**src/rtl/crsf_pkg.sv**
```systemverilog
// Shared types, constants and state encodings for the CRSF RC frame receiver.
// No dependencies; every RTL module imports this package.
package crsf_pkg;

    // Frame store geometry.
    localparam int FRAME_DEPTH = 64;
    localparam int ADDR_W      = $clog2(FRAME_DEPTH);
    localparam int COUNT_W     = $clog2(FRAME_DEPTH + 1);

    // Framing and CRC constants.
    localparam logic [7:0] CRC_POLY         = 8'hD5;
    localparam logic [7:0] TYPE_RC_CHANNELS = 8'h16;
    localparam logic [7:0] MIN_LENGTH       = 8'd2;
    localparam logic [7:0] MAX_LENGTH       = 8'(FRAME_DEPTH);

    // Channel unpacking.
    localparam int NUM_CHANNELS = 16;
    localparam int CHAN_W       = 11;
    localparam int CHAN_IDX_W   = 4;
    localparam int ACC_W        = CHAN_W + 7;
    localparam int BITS_W       = 5;
    localparam logic [ADDR_W-1:0]     FIRST_PAYLOAD_ADDR = ADDR_W'(1);
    localparam logic [CHAN_IDX_W-1:0] LAST_CHANNEL       = CHAN_IDX_W'(NUM_CHANNELS - 1);

    // Channel scaling: (raw - 172) * 1024 / 1639 + 988, clamped to 988..2012.
    localparam logic [CHAN_W-1:0] RAW_MIN  = 11'd172;
    localparam logic [CHAN_W-1:0] RAW_MAX  = 11'd1811;
    localparam logic [CHAN_W-1:0] OUT_MIN  = 11'd988;
    localparam logic [CHAN_W-1:0] OUT_MAX  = 11'd2012;
    localparam longint unsigned   RAW_SPAN = longint'(RAW_MAX) - longint'(RAW_MIN);
    localparam int OUT_SPAN_LOG2 = 10;
    localparam int RECIP_SHIFT   = 32;
    localparam int RECIP_W       = 22;
    localparam int PROD_SHIFT    = RECIP_SHIFT - OUT_SPAN_LOG2;
    localparam int PROD_W        = CHAN_W + RECIP_W;
    // Rounded-up reciprocal of the span; exact for every dividend below 2^21.
    localparam longint unsigned RECIP_FULL =
        ((64'd1 << RECIP_SHIFT) + RAW_SPAN - 64'd1) / RAW_SPAN;
    localparam logic [RECIP_W-1:0] MAP_RECIP = RECIP_W'(RECIP_FULL);

    // Link timeout.
    localparam logic [15:0] TIMEOUT_RESET = 16'd500;
    localparam logic [15:0] TICK_MAX      = 16'hFFFF;

    typedef enum logic {
        MODE_BYTE = 1'b0,
        MODE_TICK = 1'b1
    } in_mode_t;

    typedef enum logic {
        KIND_CHANNEL = 1'b0,
        KIND_STATUS  = 1'b1
    } result_kind_t;

    typedef enum logic [1:0] {
        PH_ADDR,
        PH_LEN,
        PH_DATA
    } parse_phase_t;

    typedef enum logic [2:0] {
        DEC_IDLE,
        DEC_READ,
        DEC_LOAD,
        DEC_SCALE,
        DEC_MULT,
        DEC_EMIT
    } dec_state_t;

    // Frame store write and read requests.
    typedef struct packed {
        logic              en;
        logic [ADDR_W-1:0] addr;
        logic [7:0]        data;
    } store_wr_t;

    typedef struct packed {
        logic              en;
        logic [ADDR_W-1:0] addr;
    } store_rd_t;

endpackage

```
**src/rtl/crsf_frame_store.sv**
```systemverilog
// Frame byte store: one write port, one registered read port, per-entry written flags.
// Depends on crsf_pkg for geometry and request structs.
module crsf_frame_store import crsf_pkg::*; (
    input  logic       aclk,
    input  logic       aresetn,
    input  store_wr_t  wr,
    input  store_rd_t  rd,
    output logic [7:0] rd_data
);

    logic [7:0]             mem [FRAME_DEPTH];
    logic [FRAME_DEPTH-1:0] written_reg;
    logic [7:0]             rd_word_reg;
    logic                   rd_hit_reg;

    // Storage array with registered read data.
    always_ff @(posedge aclk) begin
        if (wr.en) begin
            mem[wr.addr] <= wr.data;
        end
        if (rd.en) begin
            rd_word_reg <= mem[rd.addr];
        end
    end

    // Written flags make every entry read as zero until its first write after reset.
    always_ff @(posedge aclk) begin
        if (!aresetn) begin
            written_reg <= '0;
            rd_hit_reg  <= 1'b0;
        end else begin
            if (wr.en) begin
                written_reg[wr.addr] <= 1'b1;
            end
            if (rd.en) begin
                rd_hit_reg <= written_reg[rd.addr];
            end
        end
    end

    assign rd_data = rd_hit_reg ? rd_word_reg : 8'h00;

endmodule

```
**src/rtl/crsf_chan_map.sv**
```systemverilog
// Two-stage channel scaling unit: raw 11-bit value to a 988..2012 pulse width.
// Depends on crsf_pkg for the scaling constants.
module crsf_chan_map import crsf_pkg::*; (
    input  logic              aclk,
    input  logic              start,
    input  logic [CHAN_W-1:0] raw,
    output logic [CHAN_W-1:0] value
);

    logic [CHAN_W-1:0] diff_reg;
    logic [PROD_W-1:0] prod_reg;
    logic [CHAN_W-1:0] quot;
    logic [CHAN_W:0]   sum;

    // Stage one takes the offset from the low end; values at or below it map to zero.
    // Stage two multiplies by the reciprocal of the span.
    always_ff @(posedge aclk) begin
        if (start) begin
            diff_reg <= (raw > RAW_MIN) ? (raw - RAW_MIN) : '0;
        end
        prod_reg <= PROD_W'(diff_reg) * PROD_W'(MAP_RECIP);
    end

    // Quotient, offset and clamp to the top of the range.
    always_comb begin
        quot  = prod_reg[PROD_SHIFT +: CHAN_W];
        sum   = {1'b0, quot} + {1'b0, OUT_MIN};
        value = (sum > {1'b0, OUT_MAX}) ? OUT_MAX : sum[CHAN_W-1:0];
    end

endmodule

```
**src/rtl/crsf_rc_frame_receiver.sv**
```systemverilog
// CRSF RC frame receiver: each accepted request is either a received byte or a
// millisecond tick. The last byte of a valid RC channels frame starts a decode that
// reads stored bytes 1 to 22 from the frame store, each in a read state and then a
// load state, and passes each channel through the two-stage scaling unit until all
// sixteen results are out, during which no request is taken. The read port of the
// frame store and the scaling unit are used by one channel at a time. Every tick
// is taken only when the output register is free, since it may raise a status
// result; bytes are taken whenever no decode runs. The frame store reads as zero
// after reset through per-entry written flags, so there is no clearing pass.
// Depends on crsf_pkg, crsf_frame_store and crsf_chan_map.
module crsf_rc_frame_receiver import crsf_pkg::*; (
    input  logic                  aclk,
    input  logic                  aresetn,
    // Configuration write port.
    input  logic                  cfg_wr_en,
    input  logic [15:0]           cfg_wr_data,
    // Input requests.
    input  logic                  s_valid,
    output logic                  s_ready,
    input  logic                  s_mode,
    input  logic [7:0]            s_rx_byte,
    // Result requests.
    output logic                  m_valid,
    input  logic                  m_ready,
    output logic                  m_kind,
    output logic [CHAN_IDX_W-1:0] m_channel_index,
    output logic [CHAN_W-1:0]     m_channel_value,
    output logic                  m_link_valid,
    output logic                  m_last
);

    // CRC-8, polynomial 0xD5, MSB first.
    function automatic logic [7:0] crc_update(input logic [7:0] crc, input logic [7:0] b);
        logic [7:0] c;
        c = crc ^ b;
        for (int k = 0; k < 8; k++) begin
            c = c[7] ? ((c << 1) ^ CRC_POLY) : (c << 1);
        end
        return c;
    endfunction

    logic [15:0]        timeout_reg;

    parse_phase_t       phase_reg, phase_next;
    logic [COUNT_W-1:0] byte_count_reg, byte_count_next, byte_count_inc;
    logic [7:0]         frame_len_reg, frame_len_next;
    logic [7:0]         crc_reg, crc_next;
    logic [7:0]         type_reg, type_next;
    logic [15:0]        ticks_reg, ticks_next, ticks_inc;
    logic               link_ok_reg, link_ok_next;

    dec_state_t         dec_state_reg, dec_state_next;
    logic [ADDR_W-1:0]  rd_ptr_reg;
    logic [ACC_W-1:0]   acc_reg;
    logic [BITS_W-1:0]  bits_reg;
    logic [CHAN_IDX_W-1:0] chan_reg;

    logic               m_valid_reg;
    result_kind_t       m_kind_reg;
    logic [CHAN_IDX_W-1:0] m_index_reg;
    logic [CHAN_W-1:0]  m_value_reg;
    logic               m_link_valid_reg;
    logic               m_last_reg;

    logic               s_accept, byte_accept, tick_accept;
    logic               out_free, frame_ok, link_lost;
    logic               dec_idle, map_start, chan_emit, bits_ready;
    store_wr_t          store_wr;
    store_rd_t          store_rd;
    logic [7:0]         store_rd_data;
    logic [CHAN_W-1:0]  map_value;

    // Request handshake; ticks need room in the output register for a status result.
    assign out_free    = !m_valid_reg || m_ready;
    assign s_ready     = dec_idle && ((s_mode == MODE_BYTE) || out_free);
    assign s_accept    = s_valid && s_ready;
    assign byte_accept = s_accept && (s_mode == MODE_BYTE);
    assign tick_accept = s_accept && (s_mode == MODE_TICK);

    // Timeout register.
    always_ff @(posedge aclk) begin
        if (!aresetn) begin
            timeout_reg <= TIMEOUT_RESET;
        end else if (cfg_wr_en) begin
            timeout_reg <= cfg_wr_data;
        end
    end

    // Frame parser: address, length, then data bytes written into the store.
    always_comb begin
        phase_next      = phase_reg;
        byte_count_next = byte_count_reg;
        frame_len_next  = frame_len_reg;
        crc_next        = crc_reg;
        type_next       = type_reg;
        store_wr        = '0;
        frame_ok        = 1'b0;
        byte_count_inc  = byte_count_reg + 1'b1;
        if (byte_accept) begin
            unique case (phase_reg)
                PH_ADDR: begin
                    phase_next = PH_LEN;
                end
                PH_LEN: begin
                    frame_len_next  = s_rx_byte;
                    byte_count_next = '0;
                    crc_next        = 8'h00;
                    if (s_rx_byte < MIN_LENGTH || s_rx_byte > MAX_LENGTH) begin
                        phase_next = PH_ADDR;
                    end else begin
                        phase_next = PH_DATA;
                    end
                end
                PH_DATA: begin
                    store_wr.en     = 1'b1;
                    store_wr.addr   = byte_count_reg[ADDR_W-1:0];
                    store_wr.data   = s_rx_byte;
                    byte_count_next = byte_count_inc;
                    if (byte_count_reg == '0) begin
                        type_next = s_rx_byte;
                    end
                    if (8'(byte_count_inc) < frame_len_reg) begin
                        crc_next = crc_update(crc_reg, s_rx_byte);
                    end else begin
                        phase_next = PH_ADDR;
                        frame_ok   = (crc_reg == s_rx_byte) && (type_reg == TYPE_RC_CHANNELS);
                    end
                end
                default: begin
                    phase_next = PH_ADDR;
                end
            endcase
        end
    end

    // Tick counter and link flag.
    always_comb begin
        ticks_inc    = (ticks_reg != TICK_MAX) ? (ticks_reg + 16'd1) : ticks_reg;
        link_lost    = tick_accept && link_ok_reg && (ticks_inc > timeout_reg);
        ticks_next   = ticks_reg;
        link_ok_next = link_ok_reg;
        if (frame_ok) begin
            ticks_next   = 16'd0;
            link_ok_next = 1'b1;
        end else if (tick_accept) begin
            ticks_next = ticks_inc;
            if (link_lost) begin
                link_ok_next = 1'b0;
            end
        end
    end

    // Parser and link state registers.
    always_ff @(posedge aclk) begin
        if (!aresetn) begin
            phase_reg      <= PH_ADDR;
            byte_count_reg <= '0;
            frame_len_reg  <= 8'h00;
            crc_reg        <= 8'h00;
            ticks_reg      <= 16'd0;
            link_ok_reg    <= 1'b0;
        end else begin
            phase_reg      <= phase_next;
            byte_count_reg <= byte_count_next;
            frame_len_reg  <= frame_len_next;
            crc_reg        <= crc_next;
            ticks_reg      <= ticks_next;
            link_ok_reg    <= link_ok_next;
        end
    end

    always_ff @(posedge aclk) begin
        type_reg <= type_next;
    end

    // Decoder next state: fetch bytes until a channel's bits are in, then scale and emit.
    assign bits_ready = (bits_reg >= BITS_W'(CHAN_W));

    always_comb begin
        dec_state_next = dec_state_reg;
        unique case (dec_state_reg)
            DEC_IDLE: begin
                if (frame_ok) begin
                    dec_state_next = DEC_READ;
                end
            end
            DEC_READ: begin
                dec_state_next = bits_ready ? DEC_SCALE : DEC_LOAD;
            end
            DEC_LOAD: begin
                dec_state_next = DEC_READ;
            end
            DEC_SCALE: begin
                dec_state_next = DEC_MULT;
            end
            DEC_MULT: begin
                dec_state_next = DEC_EMIT;
            end
            DEC_EMIT: begin
                if (out_free) begin
                    dec_state_next = (chan_reg == LAST_CHANNEL) ? DEC_IDLE : DEC_READ;
                end
            end
            default: begin
                dec_state_next = DEC_IDLE;
            end
        endcase
    end

    // Decoder outputs.
    always_comb begin
        dec_idle      = (dec_state_reg == DEC_IDLE);
        store_rd.en   = (dec_state_reg == DEC_READ) && !bits_ready;
        store_rd.addr = rd_ptr_reg;
        map_start     = (dec_state_reg == DEC_SCALE);
        chan_emit     = (dec_state_reg == DEC_EMIT) && out_free;
    end

    always_ff @(posedge aclk) begin
        if (!aresetn) begin
            dec_state_reg <= DEC_IDLE;
        end else begin
            dec_state_reg <= dec_state_next;
        end
    end

    // Decoder datapath: bit accumulator, read pointer and channel number.
    always_ff @(posedge aclk) begin
        if (dec_idle && frame_ok) begin
            rd_ptr_reg <= FIRST_PAYLOAD_ADDR;
            acc_reg    <= '0;
            bits_reg   <= '0;
            chan_reg   <= '0;
        end else begin
            if (dec_state_reg == DEC_LOAD) begin
                acc_reg    <= acc_reg | (ACC_W'(store_rd_data) << bits_reg);
                bits_reg   <= bits_reg + BITS_W'(8);
                rd_ptr_reg <= rd_ptr_reg + 1'b1;
            end
            if (map_start) begin
                acc_reg  <= acc_reg >> CHAN_W;
                bits_reg <= bits_reg - BITS_W'(CHAN_W);
            end
            if (chan_emit) begin
                chan_reg <= chan_reg + 1'b1;
            end
        end
    end

    crsf_frame_store u_store (
        .aclk    (aclk),
        .aresetn (aresetn),
        .wr      (store_wr),
        .rd      (store_rd),
        .rd_data (store_rd_data)
    );

    crsf_chan_map u_map (
        .aclk  (aclk),
        .start (map_start),
        .raw   (acc_reg[CHAN_W-1:0]),
        .value (map_value)
    );

    // Output register: channel results from the decoder, status on link loss.
    always_ff @(posedge aclk) begin
        if (!aresetn) begin
            m_valid_reg <= 1'b0;
        end else if (chan_emit || link_lost) begin
            m_valid_reg <= 1'b1;
        end else if (m_ready) begin
            m_valid_reg <= 1'b0;
        end
    end

    always_ff @(posedge aclk) begin
        if (chan_emit) begin
            m_kind_reg       <= KIND_CHANNEL;
            m_index_reg      <= chan_reg;
            m_value_reg      <= map_value;
            m_link_valid_reg <= 1'b1;
            m_last_reg       <= (chan_reg == LAST_CHANNEL);
        end else if (link_lost) begin
            m_kind_reg       <= KIND_STATUS;
            m_index_reg      <= '0;
            m_value_reg      <= '0;
            m_link_valid_reg <= 1'b0;
            m_last_reg       <= 1'b1;
        end
    end

    assign m_valid         = m_valid_reg;
    assign m_kind          = m_kind_reg;
    assign m_channel_index = m_index_reg;
    assign m_channel_value = m_value_reg;
    assign m_link_valid    = m_link_valid_reg;
    assign m_last          = m_last_reg;

endmodule

```
**config.mk**
```make
export PLATFORM = sky130hd
export DESIGN_NAME = crsf_rc_frame_receiver
export DESIGN_NICKNAME = d
export VERILOG_FILES = /design/src/rtl/crsf_pkg.sv /design/src/rtl/crsf_frame_store.sv /design/src/rtl/crsf_chan_map.sv /design/src/rtl/crsf_rc_frame_receiver.sv
export SDC_FILE = /design/constraint.sdc
export NUM_CORES = 1
export LEC_CHECK = 0
export BUFFER_PORTS_ARGS = -buffer_cell sky130_fd_sc_hd__buf_2
export CAP_MARGIN = 20
export CORE_ASPECT_RATIO = 0.9
export CORE_MARGIN = 2
export CORE_UTILIZATION = 63
export CTS_CLUSTER_DIAMETER = 100
export DETAILED_ROUTE_END_ITERATION = 8
export HOLD_SLACK_MARGIN = 0.02
export PLACE_DENSITY = 0.8
export RECOVER_POWER = 25
export SYNTH_ARGS = -nofsm -noshare
export SYNTH_HDL_FRONTEND = slang
export SYNTH_SLANG_ARGS = --single-unit
```
**constraint.sdc**
```tcl
create_clock -name aclk -period 6.6 [get_ports aclk]
set_input_delay 0.33 -clock aclk [delete_from_list [all_inputs] [get_ports aclk]]
set_output_delay 0.33 -clock aclk [all_outputs]
set_load 0.03 [all_outputs]
```
==> run summary, run 1 <==
CTS Buf Count - 70
Power Density - 295 nW/um^2
endpoints failing setup - 0
Worst Hold Class - input port to register
static leakage - 12.2 nW
CP Launch Type - register
synth cell count leaders - edfxtp_1 (555), nor2_1 (231), mux4_2 (190), dfxtp_1 (173), inv_1 (134)
total number of vias - 19100
Final Hold Vio Count - 0
TritonCTS clock tree - yes
Total GRT Usage - 28.3%
Clk pwr share - 37.8%
Least-Margin Pin Slew - 3390 ps
violated checks - max-capacitance violations, max-slew violations
fraction of synthesized cell area taken by the top area cell type - 51.2%
Worst-Skew Late Latency - 620 ps
Slew HR - -126%
first drt pass iteration count - 6
Max Cap Viol - 8
Largest register FFs - 512
Net Sw Frac - 24.8%
first-pass GRT wire length - 113 mm
worst path arrival time - 6160 ps
crit-path max FO - 6
gpl congestion - 0.865
Setup Total Neg Slack - 0 ps
register area share after synthesis - 61.8%
Pint - 7.97 mW
area leader, netlist - edfxtp_1
Mapped Cells - 2145
Comb pwr share - 14.1%
most frequent cell after synthesis - edfxtp_1
DR DRC count - 0
RSZ-0062 raised after global routing - false
largest net degree at the start of global routing - 71
syn nets - 2336
CTS sink count - 728
Crit. End Element - register
CTS HTree Levels - 3
number of flops mapped to enable cells by yosys - 555
CTS max path bufs - 3
CORE AREA - 51400 um^2
GRT met2 Usage - 46.5%
die height - 220 um
num rows - 79
# IOs - 50
final worst-path cycle share - 85.7%
met3 usage - 5.32%
routed len/inst - 25.3 um
outcome - finished with violations
Synth area leaders - edfxtp_1 (51%), mux4_2 (13%), dfxtp_1 (11%)
syn_area_per_cell - 15.2 um^2
GRT overflow - 0
initial antenna violation count - 2
NetSw - 2.63 mW
Worst Path Required - 7100 ps
placed wire-length estimate - 45.1 mm
part of the power in registers - 48.1%
post-synthesis register bit count - 728
vias in the first global route - 19100
drt initial violations - 2161
Synthesis Warnings - 0
Root Driver - clkbuf_16
Die ar. - 53500 um^2
initial core utilization - 63.4%
layout cell share with drive strength beyond 1 - 15.4%
final WL - 74.9 mm
worst hold slack - 207 ps
Layout Area Growth over Synthesis - 10.4%
Die W - 244 um
GRT Max-Usage Layer - met2
skew final - 20.0 ps
DRT antenna net count - 0
Peak VDD IR - 0.000333 V
post-CTS setup buffer count - 0
Final Critical Period - 5660 ps
max-slew violation count - 403
nets - 2413
count of unique library cells instantiated by Yosys - 73
Max Fclk - 0.177 GHz
clk slew on worst S/H paths - 60 ps
crit path kind - register to register
Synth Flop Type - edfxtp_1
Post-synth ARST share - 0%
fin util - 70.0%
drt via density - 6.43
cell area after synthesis - 32600 um^2
GRT met1 Usage - 38.2%
Buffers on Ports - 49
-- area by class of cell --
class,count,area (um^2)
Antenna cell,2,5.00
Sequential cell,728,20100
Inverter,136,510
Fill cell,3199,15400
Tap cell,688,861
Clock buffer,104,1980
Clock inverter,22,272
Timing Repair Buffer,100,709
Multi-Input combinational cell,1186,11500
-- per-stage QoR --
stage	total power [mW]	cell area [um^2]	instances	setup WS, ps
after floorplan	6.32	32600	2145	1500
after global placement	6.66	33400	2804	1130
after detailed placement	6.68	33400	2804	934
after CTS	10.6	35900	2954	935
after global routing	10.9	36000	2965	501
final	10.6	36000	2966	943
-- power by group through the flow --
stage | Combinational [mW] | Sequential [mW] | Clock [mW]
2_1_floorplan | 1.30 | 5.02 | 0
3_3_place_gp | 1.46 | 5.20 | 0
3_5_place_dp | 1.48 | 5.20 | 0
4_1_cts | 1.50 | 5.10 | 4.03
5_1_grt | 1.57 | 5.12 | 4.19
6_report | 1.50 | 5.10 | 4.01
-- final timing paths --
check | start | endpoint | slack, ps | depth (start not counted)
hold / removal | m_ready | m_valid | 210 | 3
hold reg to reg | m_link_valid | m_link_valid | 450 | 1
setup reg to reg | u_map.diff_reg[8] | u_map.prod_reg[32] | 940 | 17
setup / recovery | u_map.diff_reg[8] | u_map.prod_reg[32] | 940 | 17
-- per-layer routing --
metal	wire, um	share of wire (%)	up-vias
met5	13	0.017	-
met4	2050	2.7	2
met3	6070	8.1	171
met2	37300	50	961
met1	29500	39	9697
li1	-	-	8234
-- cell usage in the layout (no fill, tap or decap), types with 6 or more instances in the layout --
master         instances
nand4_1               18
and2_1                 7
a211oi_1               7
xor2_1                32
nand2_1               88
a21oi_1               64
fa_1                  49
nor3_1                26
o21ai_1                9
and2_0                 7
o21a_1                54
a21o_1                12
ha_1                 112
dlygate4sd3_1         24
clkbuf_1              63
nor2b_1               10
nand2b_1               8
clkbuf_16             73
clkinv_2               6
mux4_2               190
dfxtp_1              170
or3_1                  6
xnor2_1               46
nand3b_1               7
nor4_1                 8
inv_1                135
a31oi_1               15
o21ai_0               24
o211ai_1               7
buf_2                 21
nand3_1               42
and3_1                10
edfxtp_1             555
buf_4                 10
mux2i_1               21
mux2_2                 7
nor2_1               230
-- worst max-delay path: stages (launching register included) --
cell,delay (ps)
edfxtp_1,520
fa_1,640
inv_1,140
fa_1,560
inv_1,60
fa_1,530
inv_1,60
fa_1,490
fa_1,550
inv_1,50
ha_1,310
nand4_1,140
nor4_1,310
a221oi_1,130
o21ai_1,320
a41oi_1,260
nand2b_1,200
o311ai_0,290
-- logic make-up (layout without fill, tap and decap cells) --
family | Yosys count | after routing | synth area share [%]
adders and majority gates | 161 | 161 | 7.31
AOI/OAI and AO/OA | 232 | 232 | 4.61
DFF | 728 | 728 | 61.8
buffers and inverters | 231 | 362 | 2.92
and+or+nand+nor | 493 | 493 | 6.98
other | 0 | 2 | 0
xor gates and xnor gates | 82 | 82 | 2.34
muxes | 218 | 218 | 14.0
-- what timing repair did --
| action | 4_1_cts | 5_1_grt |
|---|---|---|
| resized for setup | 0 | 0 |
| hold buffers | 24 | 0 |
| endpoints found under the hold margin | 28 | 0 |
No activity file was read; power rests on OpenSTA's default activity.
==> run 2: changes to the inputs <==
--- a/config.mk
+++ b/config.mk
@@ -7,14 +7,17 @@
 export LEC_CHECK = 0
 export BUFFER_PORTS_ARGS = -buffer_cell sky130_fd_sc_hd__buf_2
 export CAP_MARGIN = 20
+export CELL_PAD_IN_SITES_DETAIL_PLACEMENT = 1
+export CELL_PAD_IN_SITES_GLOBAL_PLACEMENT = 2
 export CORE_ASPECT_RATIO = 0.9
 export CORE_MARGIN = 2
-export CORE_UTILIZATION = 63
+export CORE_UTILIZATION = 47
 export CTS_CLUSTER_DIAMETER = 100
 export DETAILED_ROUTE_END_ITERATION = 8
 export HOLD_SLACK_MARGIN = 0.02
 export PLACE_DENSITY = 0.8
 export RECOVER_POWER = 25
+export SLEW_MARGIN = 15
 export SYNTH_ARGS = -nofsm -noshare
 export SYNTH_HDL_FRONTEND = slang
 export SYNTH_SLANG_ARGS = --single-unit
==> run 2 against run 1 <==
- die area is 33% higher
- global-route usage is 5.2 points lower
- wire length is 5.9% higher
- clock power is 9.7% higher
- critical path depth stayed put
- worst hold slack worse by 27 ps
- maximum frequency is 3.2% lower
- the flow still finishes with violations (max-capacitance violations, max-slew violations)
- register-to-register slack worse by 190 ps
- via count is 2.8% lower
==> run summary, run 2 (synthesis results as in run 1) <==
r2r worst-path depth - 17
Max Fclk - 0.171 GHz
CTS max path bufs - 3
violated checks - max-capacitance violations, max-slew violations
outcome - finished with violations
Worst-Skew Late Latency - 650 ps
commonest non-fill, non-tap cell in the layout - edfxtp_1
final std cells w/o fill - 3215
layout cell share with drive strength beyond 1 - 16.2%
skew final - 46.0 ps
worst path arrival time - 6330 ps
CORE AREA - 68500 um^2
routed len/inst - 24.7 um
Die ar. - 71400 um^2
area occupied by multi-input gates - 11500 um^2
num rows - 91
Area after DPL - 33700 um^2
GRT met1 Usage - 31.3%
initial core utilization - 47.5%
Hold Path Depth - 5
largest net degree at the start of global routing - 70
Least-Margin Pin Slew - 3510 ps
Comb pwr share - 13.6%
CTS sink count - 728
die height - 254 um
Total GRT Usage - 23.1%
Worst Hold Class - input port to register
Layout Area Growth over Synthesis - 12.0%
initial antenna violation count - 3
NetSw - 2.77 mW
drt via density - 5.76
Crit. End Element - register
Final Critical Period - 5850 ps
placed wire-length estimate - 51.5 mm
commonest cells after routing, fill and taps aside - edfxtp_1 (555), nor2_1 (230), mux4_2 (190), dfxtp_1 (170), inv_1 (134)
clk slew on worst S/H paths - 70 ps
# IOs - 50
DR DRC count - 0
Die W - 281 um
crit path kind - register to register
Largest register FFs - 512
crit-path max FO - 6
Critical Path, Cell by Cell - fa_1 -> fa_1 -> inv_1 -> fa_1 -> inv_1 -> fa_1 -> inv_1 -> fa_1 -> inv_1 -> ha_1 -> nand4_1 -> nor4_1 -> a221oi_1 -> o21ai_1 -> a41oi_1 -> nand2b_1 -> o311ai_0
fin util - 53.2%
GRT overflow - 0
Root Driver - clkbuf_16
CTS Buf Count - 76
vias in the first global route - 19800
CP max stage delay - 610 ps
RSZ-0062 raised after global routing - false
Pint - 8.24 mW
max-slew violation count - 442
GRT Max-Usage Layer - met2
CTS HTree Levels - 3
Peak VDD IR - 0.000258 V
Clk pwr share - 39.9%
final worst-path cycle share - 88.6%
met3 usage - 4.84%
part of the power in registers - 46.5%
first drt pass iteration count - 5
Slew HR - -134%
first-pass GRT wire length - 123 mm
final WL - 79.3 mm
Net Sw Frac - 25.1%
total number of vias - 18500
nets - 2412
Crit path top cell by count - fa_1
Worst Path Required - 7080 ps
Slowest cell on crit path - fa_1
GRT met2 Usage - 37.6%
TritonCTS clock tree - yes
Cells after DPL - 3049
sequential cell area - 20100 um^2
Max Cap Viol - 7
Power Density - 302 nW/um^2
Setup Total Neg Slack - 0 ps
gpl congestion - 0.788
Design Area, Final - 36500 um^2
DRT antenna net count - 0
CP Launch Type - register
static leakage - 12.3 nW
drt initial violations - 1393
number of fill cells - 6501
Final Hold Vio Count - 0
endpoints failing setup - 0
Buffers on Ports - 49
-- run 2: cell count changes in the layout (fill, tap and decap cells not counted), sizes merged --
| cell | before | now |
|---|---|---|
| clkinv | 12 | 26 |
| buf | 39 | 32 |
| clkbuf | 141 | 145 |
| clkinvlp | 3 | 1 |
| inv | 138 | 136 |
| bufinv | 5 | 6 |
| diode | 2 | 1 |
-- run 2: final cells by class --
| class | instances | area share, % |
|---|---|---|
| clock buffer | 108 | 5.99 |
| tap | 930 | 3.19 |
| multi-input combinational | 1186 | 31.5 |
| timing repair buffer | 93 | 1.62 |
| sequential | 728 | 55.2 |
| antenna | 1 | 0.00686 |
| clock inverter | 33 | 1.08 |
| inverter | 136 | 1.40 |
-- run 2: stage by stage --
step	setup WS [ps]	hold slack [ps]	power, mW
floorplan	1500	429	6.32
global placement	1080	436	6.71
detailed placement	780	443	6.73
CTS	731	163	11.1
global route	450	209	11.4
finish	753	179	11.0
-- run 2: layer usage --
metal	vias to the layer above	part of all wire (%)
li1	8242	-
met1	9682	43
met2	476	49
met3	130	5.5
met4	0	2.8
met5	-	0
-- run 2: path summary, 6_finish.rpt --
path / startpoint / to / slack, ps
worst max-delay path: u_map.diff_reg[2] / u_map.prod_reg[32] / 750
worst min-delay path: s_mode / ticks_reg[1] / 180
worst max register to register: u_map.diff_reg[2] / u_map.prod_reg[32] / 750
worst min register to register: m_link_valid / m_link_valid / 460
-- run 2: power by group through the flow --
stage / logic, mW / clock network, mW / registers, mW
final: 1.49 / 4.40 / 5.12
after global placement: 1.49 / 0 / 5.23
after floorplan: 1.30 / 0 / 5.02
after global routing: 1.60 / 4.65 / 5.15
after CTS: 1.52 / 4.48 / 5.13
after detailed placement: 1.50 / 0 / 5.22
-- run 2: repair_timing --
| action | 4_1_cts | 5_1_grt |
|---|---|---|
| hold buffers | 24 | 0 |
| setup buffers | 0 | 0 |
| hold endpoints to repair | 29 | 0 |
| gates resized for setup | 0 | 0 |
-- run 2: worst max-delay path, delay by kind of cell, from the launching register on --
kind                       cells  cell delay, ps
and+or+nand+nor                3             730
adders and majority gates      6            3140
DFF                            1             490
buffers and inverters          4             260
AOI/OAI and AO/OA              4            1070
